===== src/rtl/oaid_pkg.sv =====
package oaid_pkg;

    // list geometry
    localparam int CAPACITY = 32;
    localparam int ADDR_W   = $clog2(CAPACITY);
    localparam int CNT_W    = $clog2(CAPACITY + 1);
    localparam int DATA_W   = 32;

    // result status codes
    typedef enum logic [2:0] {
        ST_OK        = 3'd0,
        ST_OVERFLOW  = 3'd1,
        ST_EMPTY     = 3'd2,
        ST_NOT_FOUND = 3'd3,
        ST_BAD_POS   = 3'd4
    } t_status;

    // operation selector
    typedef enum logic [1:0] {
        FN_INSERT = 2'd0,
        FN_DELETE = 2'd1,
        FN_READ   = 2'd2
    } t_func;

    // controller states
    typedef enum logic [2:0] {
        S_IDLE,
        S_INS_SHIFT,
        S_INS_WRITE,
        S_DEL_CMP,
        S_DEL_SHIFT,
        S_RD_DATA,
        S_FINISH
    } t_state;

    // datapath operations, one per cycle
    typedef enum logic [2:0] {
        DP_IDLE,
        DP_ACCEPT,
        DP_INS_SHIFT,
        DP_INS_WRITE,
        DP_DEL_CMP,
        DP_DEL_SHIFT,
        DP_RD_DATA,
        DP_FINISH
    } t_dp_op;

    typedef struct packed {
        t_dp_op  op;
        t_status err;
    } t_dp_cmd;

    typedef struct packed {
        logic full;
        logic empty;
        logic pos_gt;
        logic pos_eq;
        logic ins_last;
        logic match;
        logic search_last;
        logic del_last;
        logic out_free;
    } t_dp_stat;

endpackage


===== src/rtl/ordered_array_insert_delete.sv =====
// an error goes straight to the output, a read fetches the entry at the position,
// an insert shifts entries up from the end to the position, then writes the value,
// and a delete walks entries from the front and shifts those above a match down;
// one word at a time: a new word is taken in the cycle after the result is staged
// reset (synchronous, active low) empties the list and drops any pending output;
// entries at or beyond the count are never used, so the memory is not swept
module ordered_array_insert_delete (
    input  logic               i_clk,
    input  logic               i_rst_n,
    input  logic               i_valid,
    output logic               o_ready,
    input  logic [1:0]         i_func,
    input  logic signed [31:0] i_value,
    input  logic [5:0]         i_position,
    output logic               o_valid,
    input  logic               i_ready,
    output logic [2:0]         o_status,
    output logic [5:0]         o_count,
    output logic [4:0]         o_index,
    output logic signed [31:0] o_data
);

    oaid_pkg::t_dp_cmd  w_cmd;
    oaid_pkg::t_dp_stat w_stat;

    // sequencer
    oaid_ctrl u_ctrl (
        .i_clk   (i_clk),
        .i_rst_n (i_rst_n),
        .i_valid (i_valid),
        .i_func  (i_func),
        .i_stat  (w_stat),
        .o_ready (o_ready),
        .o_cmd   (w_cmd)
    );

    // entry store, pointers and output register
    oaid_dp u_dp (
        .i_clk      (i_clk),
        .i_rst_n    (i_rst_n),
        .i_cmd      (w_cmd),
        .i_func     (i_func),
        .i_value    (i_value),
        .i_position (i_position),
        .i_ready    (i_ready),
        .o_stat     (w_stat),
        .o_valid    (o_valid),
        .o_status   (o_status),
        .o_count    (o_count),
        .o_index    (o_index),
        .o_data     (o_data)
    );

endmodule


===== src/rtl/oaid_ctrl.sv =====
module oaid_ctrl (
    input  logic              i_clk,
    input  logic              i_rst_n,
    input  logic              i_valid,
    input  logic [1:0]        i_func,
    input  oaid_pkg::t_dp_stat i_stat,
    output logic              o_ready,
    output oaid_pkg::t_dp_cmd o_cmd
);

    oaid_pkg::t_state r_state;
    oaid_pkg::t_state n_state;

    // state register
    always_ff @(posedge i_clk) begin
        if (!i_rst_n) begin
            r_state <= oaid_pkg::S_IDLE;
        end else begin
            r_state <= n_state;
        end
    end

    // next state and datapath command
    always_comb begin
        n_state     = r_state;
        o_cmd.op    = oaid_pkg::DP_IDLE;
        o_cmd.err   = oaid_pkg::ST_OK;
        o_ready     = 1'b0;
        unique case (r_state)
            oaid_pkg::S_IDLE: begin
                o_ready = 1'b1;
                if (i_valid) begin
                    o_cmd.op = oaid_pkg::DP_ACCEPT;
                    unique case (oaid_pkg::t_func'(i_func))
                        oaid_pkg::FN_INSERT: begin
                            if (i_stat.full) begin
                                o_cmd.err = oaid_pkg::ST_OVERFLOW;
                                n_state   = oaid_pkg::S_FINISH;
                            end else if (i_stat.pos_gt) begin
                                o_cmd.err = oaid_pkg::ST_BAD_POS;
                                n_state   = oaid_pkg::S_FINISH;
                            end else if (i_stat.pos_eq) begin
                                n_state = oaid_pkg::S_INS_WRITE;
                            end else begin
                                n_state = oaid_pkg::S_INS_SHIFT;
                            end
                        end
                        oaid_pkg::FN_DELETE: begin
                            if (i_stat.empty) begin
                                o_cmd.err = oaid_pkg::ST_EMPTY;
                                n_state   = oaid_pkg::S_FINISH;
                            end else begin
                                n_state = oaid_pkg::S_DEL_CMP;
                            end
                        end
                        oaid_pkg::FN_READ: begin
                            if (i_stat.pos_gt || i_stat.pos_eq) begin
                                o_cmd.err = oaid_pkg::ST_BAD_POS;
                                n_state   = oaid_pkg::S_FINISH;
                            end else begin
                                n_state = oaid_pkg::S_RD_DATA;
                            end
                        end
                        default: begin
                            o_cmd.err = oaid_pkg::ST_BAD_POS;
                            n_state   = oaid_pkg::S_FINISH;
                        end
                    endcase
                end
            end
            oaid_pkg::S_INS_SHIFT: begin
                o_cmd.op = oaid_pkg::DP_INS_SHIFT;
                if (i_stat.ins_last) begin
                    n_state = oaid_pkg::S_INS_WRITE;
                end
            end
            oaid_pkg::S_INS_WRITE: begin
                o_cmd.op = oaid_pkg::DP_INS_WRITE;
                n_state  = oaid_pkg::S_FINISH;
            end
            oaid_pkg::S_DEL_CMP: begin
                o_cmd.op = oaid_pkg::DP_DEL_CMP;
                if (i_stat.search_last) begin
                    n_state = oaid_pkg::S_FINISH;
                end else if (i_stat.match) begin
                    n_state = oaid_pkg::S_DEL_SHIFT;
                end
            end
            oaid_pkg::S_DEL_SHIFT: begin
                o_cmd.op = oaid_pkg::DP_DEL_SHIFT;
                if (i_stat.del_last) begin
                    n_state = oaid_pkg::S_FINISH;
                end
            end
            oaid_pkg::S_RD_DATA: begin
                o_cmd.op = oaid_pkg::DP_RD_DATA;
                n_state  = oaid_pkg::S_FINISH;
            end
            oaid_pkg::S_FINISH: begin
                o_cmd.op = oaid_pkg::DP_FINISH;
                if (i_stat.out_free) begin
                    n_state = oaid_pkg::S_IDLE;
                end
            end
            default: begin
                n_state = oaid_pkg::S_IDLE;
            end
        endcase
    end

endmodule


===== src/rtl/oaid_dp.sv =====
module oaid_dp (
    input  logic                                i_clk,
    input  logic                                i_rst_n,
    input  oaid_pkg::t_dp_cmd                   i_cmd,
    input  logic [1:0]                          i_func,
    input  logic signed [oaid_pkg::DATA_W-1:0]  i_value,
    input  logic [5:0]                          i_position,
    input  logic                                i_ready,
    output oaid_pkg::t_dp_stat                  o_stat,
    output logic                                o_valid,
    output logic [2:0]                          o_status,
    output logic [5:0]                          o_count,
    output logic [4:0]                          o_index,
    output logic signed [oaid_pkg::DATA_W-1:0]  o_data
);

    localparam int AW = oaid_pkg::ADDR_W;
    localparam int CW = oaid_pkg::CNT_W;
    localparam int DW = oaid_pkg::DATA_W;

    // entry store, single write and single registered read port
    logic [DW-1:0] mem [oaid_pkg::CAPACITY];
    logic [DW-1:0] r_rdata;

    logic [CW-1:0]        r_count;
    logic [CW-1:0]        r_ptr;
    logic [CW-1:0]        r_pos;
    logic signed [DW-1:0] r_val;

    // result staging and output word
    oaid_pkg::t_status    r_res_status;
    logic [AW-1:0]        r_res_index;
    logic signed [DW-1:0] r_res_data;
    logic                 r_o_valid;
    oaid_pkg::t_status    r_o_status;
    logic [CW-1:0]        r_o_count;
    logic [AW-1:0]        r_o_index;
    logic signed [DW-1:0] r_o_data;

    logic [CW-1:0] w_ptr_p1;
    logic [CW-1:0] w_ptr_p2;
    logic [CW-1:0] w_ptr_m2;
    logic [CW-1:0] w_cnt_m1;
    logic [CW-1:0] w_pos_in;
    logic [AW-1:0] w_ra;
    logic [AW-1:0] w_wa;
    logic [DW-1:0] w_wd;
    logic          w_we;

    assign w_ptr_p1 = r_ptr + CW'(1);
    assign w_ptr_p2 = r_ptr + CW'(2);
    assign w_ptr_m2 = r_ptr - CW'(2);
    assign w_cnt_m1 = r_count - CW'(1);
    assign w_pos_in = CW'(i_position);

    // status toward the controller
    always_comb begin
        o_stat.full        = (r_count == CW'(oaid_pkg::CAPACITY));
        o_stat.empty       = (r_count == '0);
        o_stat.pos_gt      = (w_pos_in > r_count);
        o_stat.pos_eq      = (w_pos_in == r_count);
        o_stat.ins_last    = (r_ptr == r_pos + CW'(1));
        o_stat.match       = (r_rdata == r_val);
        o_stat.search_last = (w_ptr_p1 == r_count);
        o_stat.del_last    = (w_ptr_p2 == r_count);
        o_stat.out_free    = !r_o_valid || i_ready;
    end

    // read address: first access of an item is issued while idle
    always_comb begin
        unique case (i_cmd.op)
            oaid_pkg::DP_IDLE, oaid_pkg::DP_ACCEPT: begin
                if (oaid_pkg::t_func'(i_func) == oaid_pkg::FN_INSERT) begin
                    w_ra = w_cnt_m1[AW-1:0];
                end else if (oaid_pkg::t_func'(i_func) == oaid_pkg::FN_DELETE) begin
                    w_ra = '0;
                end else begin
                    w_ra = i_position[AW-1:0];
                end
            end
            oaid_pkg::DP_INS_SHIFT: w_ra = w_ptr_m2[AW-1:0];
            oaid_pkg::DP_DEL_CMP:   w_ra = w_ptr_p1[AW-1:0];
            oaid_pkg::DP_DEL_SHIFT: w_ra = w_ptr_p2[AW-1:0];
            default:                w_ra = r_ptr[AW-1:0];
        endcase
    end

    // write port
    always_comb begin
        w_we = 1'b0;
        w_wa = r_ptr[AW-1:0];
        w_wd = r_rdata;
        unique case (i_cmd.op)
            oaid_pkg::DP_INS_SHIFT, oaid_pkg::DP_DEL_SHIFT: begin
                w_we = 1'b1;
            end
            oaid_pkg::DP_INS_WRITE: begin
                w_we = 1'b1;
                w_wa = r_pos[AW-1:0];
                w_wd = r_val;
            end
            default: begin
                w_we = 1'b0;
            end
        endcase
    end

    // memory
    always_ff @(posedge i_clk) begin
        if (w_we) begin
            mem[w_wa] <= w_wd;
        end
        r_rdata <= mem[w_ra];
    end

    // count and walk pointer
    always_ff @(posedge i_clk) begin
        if (!i_rst_n) begin
            r_count <= '0;
            r_ptr   <= '0;
        end else begin
            unique case (i_cmd.op)
                oaid_pkg::DP_ACCEPT: begin
                    if (oaid_pkg::t_func'(i_func) == oaid_pkg::FN_INSERT) begin
                        r_ptr <= r_count;
                    end else begin
                        r_ptr <= '0;
                    end
                end
                oaid_pkg::DP_INS_SHIFT: begin
                    r_ptr <= r_ptr - CW'(1);
                end
                oaid_pkg::DP_INS_WRITE: begin
                    r_count <= r_count + CW'(1);
                end
                oaid_pkg::DP_DEL_CMP: begin
                    if (o_stat.match && o_stat.search_last) begin
                        r_count <= w_cnt_m1;
                    end else if (!o_stat.match) begin
                        r_ptr <= w_ptr_p1;
                    end
                end
                oaid_pkg::DP_DEL_SHIFT: begin
                    r_ptr <= w_ptr_p1;
                    if (o_stat.del_last) begin
                        r_count <= w_cnt_m1;
                    end
                end
                default: begin
                    r_ptr <= r_ptr;
                end
            endcase
        end
    end

    // item operands and result staging
    always_ff @(posedge i_clk) begin
        unique case (i_cmd.op)
            oaid_pkg::DP_ACCEPT: begin
                r_val        <= i_value;
                r_pos        <= w_pos_in;
                r_res_status <= i_cmd.err;
                r_res_index  <= '0;
                r_res_data   <= '0;
            end
            oaid_pkg::DP_INS_WRITE: begin
                r_res_status <= oaid_pkg::ST_OK;
                r_res_index  <= r_pos[AW-1:0];
            end
            oaid_pkg::DP_DEL_CMP: begin
                if (o_stat.match) begin
                    r_res_status <= oaid_pkg::ST_OK;
                    r_res_index  <= r_ptr[AW-1:0];
                    r_res_data   <= r_rdata;
                end else if (o_stat.search_last) begin
                    r_res_status <= oaid_pkg::ST_NOT_FOUND;
                end
            end
            oaid_pkg::DP_RD_DATA: begin
                r_res_status <= oaid_pkg::ST_OK;
                r_res_index  <= r_pos[AW-1:0];
                r_res_data   <= r_rdata;
            end
            default: begin
                r_res_status <= r_res_status;
            end
        endcase
    end

    // output word valid
    always_ff @(posedge i_clk) begin
        if (!i_rst_n) begin
            r_o_valid <= 1'b0;
        end else if (i_cmd.op == oaid_pkg::DP_FINISH && o_stat.out_free) begin
            r_o_valid <= 1'b1;
        end else if (i_ready) begin
            r_o_valid <= 1'b0;
        end
    end

    // output word payload
    always_ff @(posedge i_clk) begin
        if (i_cmd.op == oaid_pkg::DP_FINISH && o_stat.out_free) begin
            r_o_status <= r_res_status;
            r_o_count  <= r_count;
            r_o_index  <= r_res_index;
            r_o_data   <= r_res_data;
        end
    end

    assign o_valid  = r_o_valid;
    assign o_status = r_o_status;
    assign o_count  = r_o_count;
    assign o_index  = r_o_index;
    assign o_data   = r_o_data;

endmodule


===== config.mk =====
export PLATFORM = sky130hd
export DESIGN_NAME = ordered_array_insert_delete
export DESIGN_NICKNAME = d
export VERILOG_FILES = /design/src/rtl/oaid_pkg.sv /design/src/rtl/ordered_array_insert_delete.sv /design/src/rtl/oaid_ctrl.sv /design/src/rtl/oaid_dp.sv
export SDC_FILE = /design/constraint.sdc
export NUM_CORES = 1
export LEC_CHECK = 0
export BUFFER_PORTS_ARGS = -buffer_cell sky130_fd_sc_hd__buf_4
export CORE_MARGIN = 5
export CORE_UTILIZATION = 50
export DETAILED_ROUTE_END_ITERATION = 16
export GPL_ROUTABILITY_DRIVEN = 1
export PLACE_DENSITY = 0.71
export SLEW_MARGIN = 10
export SYNTH_ARGS = -nofsm -noshare
export SYNTH_HDL_FRONTEND = slang
export SYNTH_SLANG_ARGS = --single-unit

===== constraint.sdc =====
create_clock -name i_clk -period 4.9 [get_ports i_clk]
set_input_delay 0.735 -clock i_clk [delete_from_list [all_inputs] [get_ports i_clk]]
set_output_delay 0.735 -clock i_clk [all_outputs]
set_load 0.02 [all_outputs]

Word level (Yosys, flattened, before mapping)
Memory sizes are Yosys's and may differ from the RTL's. A register that Yosys moved wholly into a read port is not among the register bits. Index checks and enable logic that the tools add are counted.

Flip-flop bits (word level): 140. Bits in writable memories: 1024. Bits of input ports: 44. Output and inout port bits: 48. Memories: 1.

Memory list: u_dp.mem (depth 32, bits a word 32, read ports 1, clocked after Yosys merged registers in 1, wr ports 1, line oaid_dp.sv:22) `logic [DW-1:0] mem [oaid_pkg::CAPACITY];`.

Add/sub/neg operators: 7. Order comparisons: 1. Eq/ne operators: 32. Muxes and demuxes: 46. Reduce and logical (&&, ||, !) cells: 24.

Operators by type and width (number): one-hot mux 32 bit (3 select lines) (1); two-way mux 32 bit (2); two-way mux 3 bit (15); equality test 32 bit (1); two-way mux 6 bit (5); one-hot mux 3 bit (3 select lines) (3); equality test 6 bit (4); one-hot mux 6 bit (4 select lines) (1); equality test 3 bit (second input constant) (7); one-hot mux 3 bit (7 select lines) (1); two-way mux 5 bit (4); one-hot mux 5 bit (4 select lines) (1); adder 6 x 1 -> 6 bit (second input constant) (3); one-hot mux 3 bit (6 select lines) (1); one-hot mux 6 bit (3 select lines) (1); one-hot mux 5 bit (3 select lines) (1); equality test 3 x 2 -> 1 bit (second input constant) (4); subtractor 6 x 1 -> 6 bit (second input constant) (2); != test 2 x 1 -> 1 bit (second input constant) (5); nonzero test 3 bit (3); != test 2 bit (second input constant) (4); adder 6 x 2 -> 6 bit (second input constant) (1); equality test 3 x 1 -> 1 bit (second input constant) (2); equality test 6 bit (second input constant) (1); other kinds (21) (37).

Longest topological paths before layout
Gate-level depths: netlist of run 1.

Word-level depth: 11. Mapped depth: 14. Gate-level depth less buffers: 10.

Cells and area by module
Synthesis of run 1 repeated with hierarchy kept, for this count alone.

Cell total of the unflattened synthesis: 2850. Area, all modules: 47768.3 sq um.

Modules (own cells, without submodules): oaid_dp (times used 1, cells each 2799, area each 47354.2 sq um); oaid_ctrl (times used 1, cells each 51, area each 414.1 sq um).

Least setup slack after synthesis of run 1
No wires, ideal clock.

Kind: reg2reg. From: register u_ctrl.r_state[0]. To: register u_dp.r_res_data[0], enable pin. Setup time: 466 ps. Arrival: 3680 ps. Path slack: 754 ps. Stages on the path, launching flop included: 8. Path buffers: 1. Period minus slack after synthesis: 4146 ps. Cell sequence: dfxtp_1 -> inv_1 -> ha_1 -> nor4b_4 -> or2_1 -> buf_2 -> nand2_1 -> o21ai_0.

Cells in the longest elaborated chain, start to end: 5.

RTL lines: start: declaration (line oaid_ctrl.sv:11) `oaid_pkg::t_state r_state;`; start signal: assignment (line oaid_ctrl.sv:17) `r_state <= oaid_pkg::S_IDLE;`; start signal: assignment (line oaid_ctrl.sv:19) `r_state <= n_state;`; equality test 3 bit, or another cell as far along (line oaid_ctrl.sv:29) `unique case (r_state)`; one-hot mux 3 bit (7 select lines) (*) (line oaid_ctrl.sv:29); equality test 3 bit or equality test 3 x 1 -> 1 bit (tied branches) (line oaid_dp.sv:158) `unique case (i_cmd.op)`; != test 2 x 1 -> 1 bit (no source line) or nonzero test 3 bit (tied branches); AND reduction 2 bit (no source line) (*); end signal: assignment (line oaid_dp.sv:174) `r_res_data <= r_rdata;`; end signal: assignment (line oaid_dp.sv:182) `r_res_data <= r_rdata;`; end: declaration (line oaid_dp.sv:33) `logic signed [DW-1:0] r_res_data;`.

Every way passes the cells marked *; elsewhere a longest branch is shown, timed or not. A chain may end at the register's enable or synchronous reset.

Final worst setup path of run 1
From: register u_ctrl.r_state[0]. To: memory u_dp.mem[28][15] in the netlist's numbering, enable pin.

Cells in the longest elaborated chain, start to end: 7.

RTL lines: equality test 3 bit, or another cell as far along (line oaid_ctrl.sv:29); one-hot mux 3 bit (7 select lines) (*) (line oaid_ctrl.sv:29); equality test 3 x 2 -> 1 bit or equality test 3 bit (tied branches) (line oaid_dp.sv:93) `unique case (i_cmd.op)`; OR reduction 3 bit (no source line); two-way mux 1 bit (line oaid_dp.sv:93); two-way mux 1 bit (line oaid_dp.sv:110) `if (w_we) begin`; two-way mux 1 bit (implied by the code) (line oaid_dp.sv:111) `mem[w_wa] <= w_wd;`; end: declaration (line oaid_dp.sv:22).

Marks and branches as above.

==> results.txt, run 1 <==
wire per inst - 28.6 um
setup_tns - 0 ns
CTS resizes - 0
R2R depth - 10
Worst EP arrival - 4.76 ns
Fill cells - 6954
critical setup path kind - register to register
DR vias - 28.2k
DRC Markers - 0
Post-synth EDFFs - 1148
Max-slew headroom - 17.9%
Final Hold Viols - 0
clock sink count - 1196
Worst Hold Depth - 1
status - finished, final reports clean
Worst-path clk slew - 0.06 ns
Max Freq - 230 MHz
FF-to-FF Start - u_ctrl.r_state[0]
GRT overflow - 0
total CTS buffers - 116
CP startpoint kind - register
CTS tree - yes
Clock Tree Root - clkbuf_16
post-synthesis sequential area ratio - 73.7%
r2r endpoint - u_dp.mem[28][15]
Slew Limit Fails - 0
RePlAce Congestion - 0.912
Syn Std Cell Area - 0.0481 sq mm
most used flip-flop cell after synthesis - edfxtp_1
Setup Buffers After CTS - 0
yosys synthesis warning count - 0
first-pass GRT wire length - 188000 um
Vias/cell - 6.23
dpl hpwl - 80100 um
Crit. End Element - register
ports placed on the boundary - 92
GR Util All Layers - 24.8%
final WL - 130000 um
Max-Cap Viols - 0
die height - 320 um
Worst Hold End - u_dp.r_val[20]
FP Rows - 113
Layout Area Growth over Synthesis - 14.7%
Layout Nets - 3228
share of cells above drive strength 1 - 18.0%
vias in the first global route - 27.3k
Seq cells post-synth - 1196
largest net degree at the start of global routing - 125
Worst Path Required - 5.30 ns
Mapped Cells - 3026
Diodes inserted - 0
CTS Hold Buffers Added - 0
Tmin final - 4.35 ns
worst-path maximum fanout - 21
Routed Antenna Nets - 0
initial antenna violation count - 1
Async SR Flop Fraction - 0%
unrepaired setup endpoints after global routing - false
worst hold path type - input port to register
Mean Syn Cell Area - 15.9 sq um
area of the core - 0.0952 sq mm
reg-to-reg slack, setup - 0.55 ns
width of the die - 320 um
commonest non-fill, non-tap cell in the layout - edfxtp_1
worst skew pair latency - 0.73 ns
Initial Utilization - 50.5%
PortBufs - 91
skew final - 0.0384 ns
die outline area - 0.102 sq mm
fin crit share - 88.9%
final-report setup violation count - 0
Worst-Margin Slew - 1.23 ns
Starting DRT DRC Count - 4134
first drt pass iteration count - 6
post-synth net total - 3088
Synth cell types - 80
Hold Startpoint - i_value[20]
CTS H-tree lvls - 3
Clock Tree Buf Depth - 3
most frequent cells in the layout - 1148 x edfxtp_1, 269 x mux2i_1, 266 x nor2_1
## flip-flops by register name, indices dropped and copies added (netlist names)
register	count
u_ctrl.r_state	3
u_dp.mem	1024
u_dp.o_count	6
u_dp.o_data	32
u_dp.o_index	5
u_dp.o_status	3
u_dp.o_valid	1
u_dp.r_count	6
u_dp.r_pos	6
u_dp.r_ptr	6
u_dp.r_rdata	32
u_dp.r_res_data	32
u_dp.r_res_index	5
u_dp.r_res_status	3
u_dp.r_val	32
## Yosys cell counts, types with 31 or more instances
cell type	number	area, sq um
and3_1	34	213
a32oi_1	32	280
o32ai_1	31	272
o21ai_1	34	170
a21oi_1	72	360
nor3_2	32	320
o22ai_1	32	200
nor2_1	301	1130
xor2_1	43	377
mux2i_1	269	2690
buf_2	59	295
dfxtp_1	48	961
mux2_2	37	417
nor3_1	132	661
clkbuf_1	85	319
edfxtp_1	1148	34500
nand2_1	254	953
o21ai_0	47	235
mux4_2	65	1460
a32o_1	31	310
## logic make-up after synthesis
kind of cell	Yosys count	synth area share, %
simple gates	818	7.74
flops	1196	73.7
xor+xnor	62	1.13
buf+inv	201	2.13
mux	371	9.51
fa+ha+maj	18	0.469
compound gates	360	5.29
## per-stage QoR
step                worst slack, ns  instances  instance area [sq um]  util [%]  hold slack, ns
detailed placement            0.759       4313                  51100      53.7           0.405
floorplan                     0.754       3026                  48100         -           0.400
global route                  0.390       4534                  55100      58.0           0.156
CTS                           0.712       4534                  55100      58.0           0.152
global placement              0.764       4313                  51100      53.7           0.404
finish                        0.545       4534                  55100      58.0           0.190
## worst max-delay path, stage by stage, from the launching register on
cell	delay (ns)
dfxtp_1	0.42
inv_1	0.11
ha_1	0.40
nor4b_4	0.45
or2_1	0.33
nand3_2	0.17
buf_4	0.27
o21ai_0	0.67
nand2_1	0.48
nor2_4	0.50
buf_12	0.24
## per-layer routing
layer  wire length, um  global-route usage (%)  vias up
met1             51500                    37.0    14152
met4              5010                    8.49        0
li1                  -                       -    11947
met5                 0                       0        -
met3             16800                    6.03      249
met2             56500                    36.1     1889
## area by class of cell
cell class | instances | area, sq um | area share (%)
clock inverter | 85 | 1030 | 1.87
multi-input combinational | 1629 | 11900 | 21.6
timing repair buffer | 202 | 2030 | 3.68
sequential | 1196 | 35400 | 64.3
clock buffer | 136 | 3060 | 5.55
tap | 1265 | 1580 | 2.87
inverter | 21 | 78.8 | 0.143
## worst max path at each step
stage / cells after the start / slack (ns) / endpoint / startpoint
final: 10 / 0.55 / u_dp.mem[28][15] / u_ctrl.r_state[0]
after global routing: 11 / 0.39 / u_dp.r_rdata[28] / u_ctrl.r_state[0]
after CTS: 10 / 0.71 / u_dp.mem[28][15] / u_ctrl.r_state[0]
after detailed placement: 10 / 0.76 / u_dp.mem[28][7] / u_ctrl.r_state[0]
after global placement: 11 / 0.76 / u_dp.r_rdata[15] / u_ctrl.r_state[0]
after floorplan: 7 / 0.75 / u_dp.r_res_data[0] / u_ctrl.r_state[0]
Power of run 1 is not shown: default switching activity piles up to over one toggle a cycle in this logic, so the estimate is an artifact.
==> run 2: changes to the inputs <==
Settings changed: CAP_MARGIN from default to 25, SYNTH_HIERARCHICAL from default to 1.
==> run 2 against run 1 <==
Compared with the run above: first-iteration DRC count down 25%; largest cell class unchanged; clock-buffer cell count shrank 3; synthesized area decreased by 0.61%; highest routed layer is now met5; synthesized cell count fell by 5.8%; critical path depth unchanged; worst setup slack got worse by 0.11 ns; final area shrank 0.52%; sequential share of layout area rose by 0.34 points; sequential cell count unchanged; core utilization is 0.13 points lower; hold slack better by 0.026 ns; final cell count down 3.4%.
==> results.txt, run 2 <==
total CTS buffers - 116 (unchanged)
CP most frequent cell - a21oi_1
Final Hold Viols - 0 (unchanged)
Mean Syn Cell Area - 16.8 sq um (was 15.9 sq um)
critical setup path kind - register to register (unchanged)
final instance area - 0.0549 sq mm (was 0.0551 sq mm)
die height - 319 um (was 320 um)
Hold Startpoint - i_value[15] (was i_value[20])
FP Rows - 113 (unchanged)
dpl hpwl - 69800 um (was 80100 um)
DR vias - 27.1k (was 28.2k)
Initial Utilization - 50.4% (was 50.5%)
yosys synthesis warning count - 6 (was 0)
initial antenna violation count - 5 (was 1)
RePlAce Congestion - 0.886 (was 0.912)
area of the core - 0.0949 sq mm (was 0.0952 sq mm)
CP startpoint kind - register (unchanged)
wire per inst - 27.8 um (was 28.6 um)
DRC Markers - 0 (unchanged)
GRT overflow - 0 (unchanged)
Worst-path clk slew - 0.06 ns (about the same)
Synth cell types - 79 (was 80)
CTS resizes - 0 (unchanged)
Tmin final - 4.46 ns (was 4.35 ns)
fin crit share - 91.0% (was 88.9%)
most used flip-flop cell after synthesis - edfxtp_1 (unchanged)
Max Freq - 224 MHz (was 230 MHz)
Seq cells post-synth - 1196 (unchanged)
max FFs per register - 1024 (unchanged)
worst-path maximum fanout - 23 (was 21)
vias in the first global route - 26.7k (was 27.3k)
Setup Buffers After CTS - 0 (unchanged)
share of the synthesized area in the top cell type - 72.2% (was 71.7%)
first drt pass iteration count - 6 (unchanged)
Async SR Flop Fraction - 0% (unchanged)
most frequent cell after synthesis - edfxtp_1 (unchanged)
Routed Antenna Nets - 0 (unchanged)
clock sink count - 1196 (unchanged)
status - finished, final reports clean (unchanged)
Worst Path Required - 5.47 ns (was 5.30 ns)
Mapped Cells - 2850 (was 3026)
CTS Hold Buffers Added - 0 (unchanged)
top post-synthesis cells by area - edfxtp_1 72%, mux2i_1 11%, a22oi_1 4.1%, dfxtp_1 2.0%, a21oi_1 1.6% (was edfxtp_1 72%, mux2i_1 5.6%, mux4_2 3.0%, nor2_1 2.4%, dfxtp_1 2.0%)
first-pass GRT wire length - 176000 um (was 188000 um)
Vias/cell - 6.18 (was 6.23)
CTS tree - yes (unchanged)
post-placement cell count - 4142 (was 4313)
CTS H-tree lvls - 3 (unchanged)
worst hold path type - input port to register (unchanged)
Starting DRT DRC Count - 3094 (was 4134)
width of the die - 319 um (was 320 um)
Post-synth EDFFs - 1148 (unchanged)
share of cells above drive strength 1 - 15.0% (was 18.0%)
Critical Path Start - u_ctrl/r_state[0] (was u_ctrl.r_state[0])
die outline area - 0.102 sq mm (about the same)
most frequent cells in the layout - 1148 x edfxtp_1, 522 x mux2i_1, 260 x a22oi_1 (was 1148 x edfxtp_1, 269 x mux2i_1, 266 x nor2_1)
Post-synth top cells - 1148 x edfxtp_1, 522 x mux2i_1, 260 x a22oi_1 (was 1148 x edfxtp_1, 301 x nor2_1, 269 x mux2i_1)
unrepaired setup endpoints after global routing - false (unchanged)
setup_tns - 0 ns (unchanged)
Max-slew headroom - 31.1% (was 17.9%)
final WL - 122000 um (was 130000 um)
critical path's largest stage delay - 0.77 ns (was 0.67 ns)
ports placed on the boundary - 92 (unchanged)
FF-to-FF Start - u_ctrl/r_state[0] (was u_ctrl.r_state[0])
reg-to-reg slack, setup - 0.44 ns (was 0.55 ns)
PortBufs - 91 (unchanged)
Layout Area Growth over Synthesis - 14.8% (was 14.7%)
Slew Limit Fails - 0 (unchanged)
commonest non-fill, non-tap cell in the layout - edfxtp_1 (unchanged)
CP max-delay cell - xnor2_2 (was o21ai_0)
skew final - 0.0298 ns (was 0.0384 ns)
post-synth net total - 2908 (was 3088)
largest net degree at the start of global routing - 88 (was 125)
GR Util All Layers - 23.2% (was 24.8%)
final-report setup violation count - 0 (unchanged)
critical-path cell list - nand2_1, xnor2_2, nor2b_1, o21ai_0, a21oi_1, a211oi_1, nand2_2, buf_4, a21oi_1, nor4_1 (was inv_1, ha_1, nor4b_4, or2_1, nand3_2, buf_4, o21ai_0, nand2_1, nor2_4, buf_12)
Reg with most FFs - u_dp/mem (was u_dp.mem)
worst skew pair latency - 0.69 ns (was 0.73 ns)
Max-Cap Viols - 0 (unchanged)
Clock Tree Root - clkbuf_16 (unchanged)
Syn Std Cell Area - 0.0478 sq mm (was 0.0481 sq mm)
Finished Layout Cells - 4380 (was 4534)
leading area contributor after synthesis - edfxtp_1 (unchanged)
placed inst area - 0.0506 sq mm (was 0.0511 sq mm)
Layout Nets - 3069 (was 3228)
Clock Tree Buf Depth - 3 (unchanged)
Worst-Margin Slew - 1.03 ns (was 1.23 ns)
Worst EP arrival - 5.03 ns (was 4.76 ns)
post-synthesis sequential area ratio - 74.2% (was 73.7%)
Crit. End Element - register (unchanged)
run 2: area by class of cell:
type / count / area, sq um
Timing Repair Buffer: 211 / 2220
Clock buffer: 133 / 3000
Sequential cell: 1196 / 35400
Clock inverter: 88 / 1010
Multi-Input combinational cell: 1471 / 11600
Fill cell: 6935 / 40000
Tap cell: 1265 / 1580
Antenna cell: 1 / 2.50
Inverter: 15 / 56.3
run 2: cells by family (layout without fill, tap and decap cells):
logic type / after synthesis / in the layout / synth area share (%)
xor gates and xnor gates: 62 / 62 / 1.17
buffers and inverters: 183 / 447 / 2.38
muxes: 522 / 522 / 10.9
and+or+nand+nor: 380 / 380 / 3.95
DFF: 1196 / 1196 / 74.2
adders and majority gates: 14 / 14 / 0.367
AOI/OAI and AO/OA: 493 / 493 / 7.02
other: 0 / 1 / 0
run 2: worst paths after layout:
check / endpoint / cells after the start
worst max-delay path: u_dp/r_rdata[12] / 10
worst min-delay path: u_dp/r_val[15] / 1
worst max register to register: u_dp/r_rdata[12] / 10
worst min register to register: u_dp/o_data[20] / 0
run 2: routing by layer:
metal	wire length, um	global-route usage, %	part of all wire [%]
met4	5160	8.86	4.2
met2	56800	37.0	47
met5	10	0	0.0082
met1	47600	31.8	39
met3	12000	4.62	9.9
run 2: worst max-delay path, delay by kind of cell, from the launching register on:
family          cells  cell delay [ns]
buf+inv             1             0.37
xor+xnor            1             0.77
flops               1             0.71
simple gates        4             1.75
compound gates      4             0.74
run 2: through the flow:
| step | hold WS (ns) | utilization, % | setup WS, ns |
|---|---|---|---|
| after global placement | 0.402 | 53.3 | 0.642 |
| after CTS | 0.184 | 57.5 | 0.562 |
| after global routing | 0.197 | 57.8 | 0.125 |
| after floorplan | 0.400 | - | 0.680 |
| final | 0.216 | 57.8 | 0.439 |
| after detailed placement | 0.405 | 53.3 | 0.581 |
Power of run 2 is left out for the same reason.
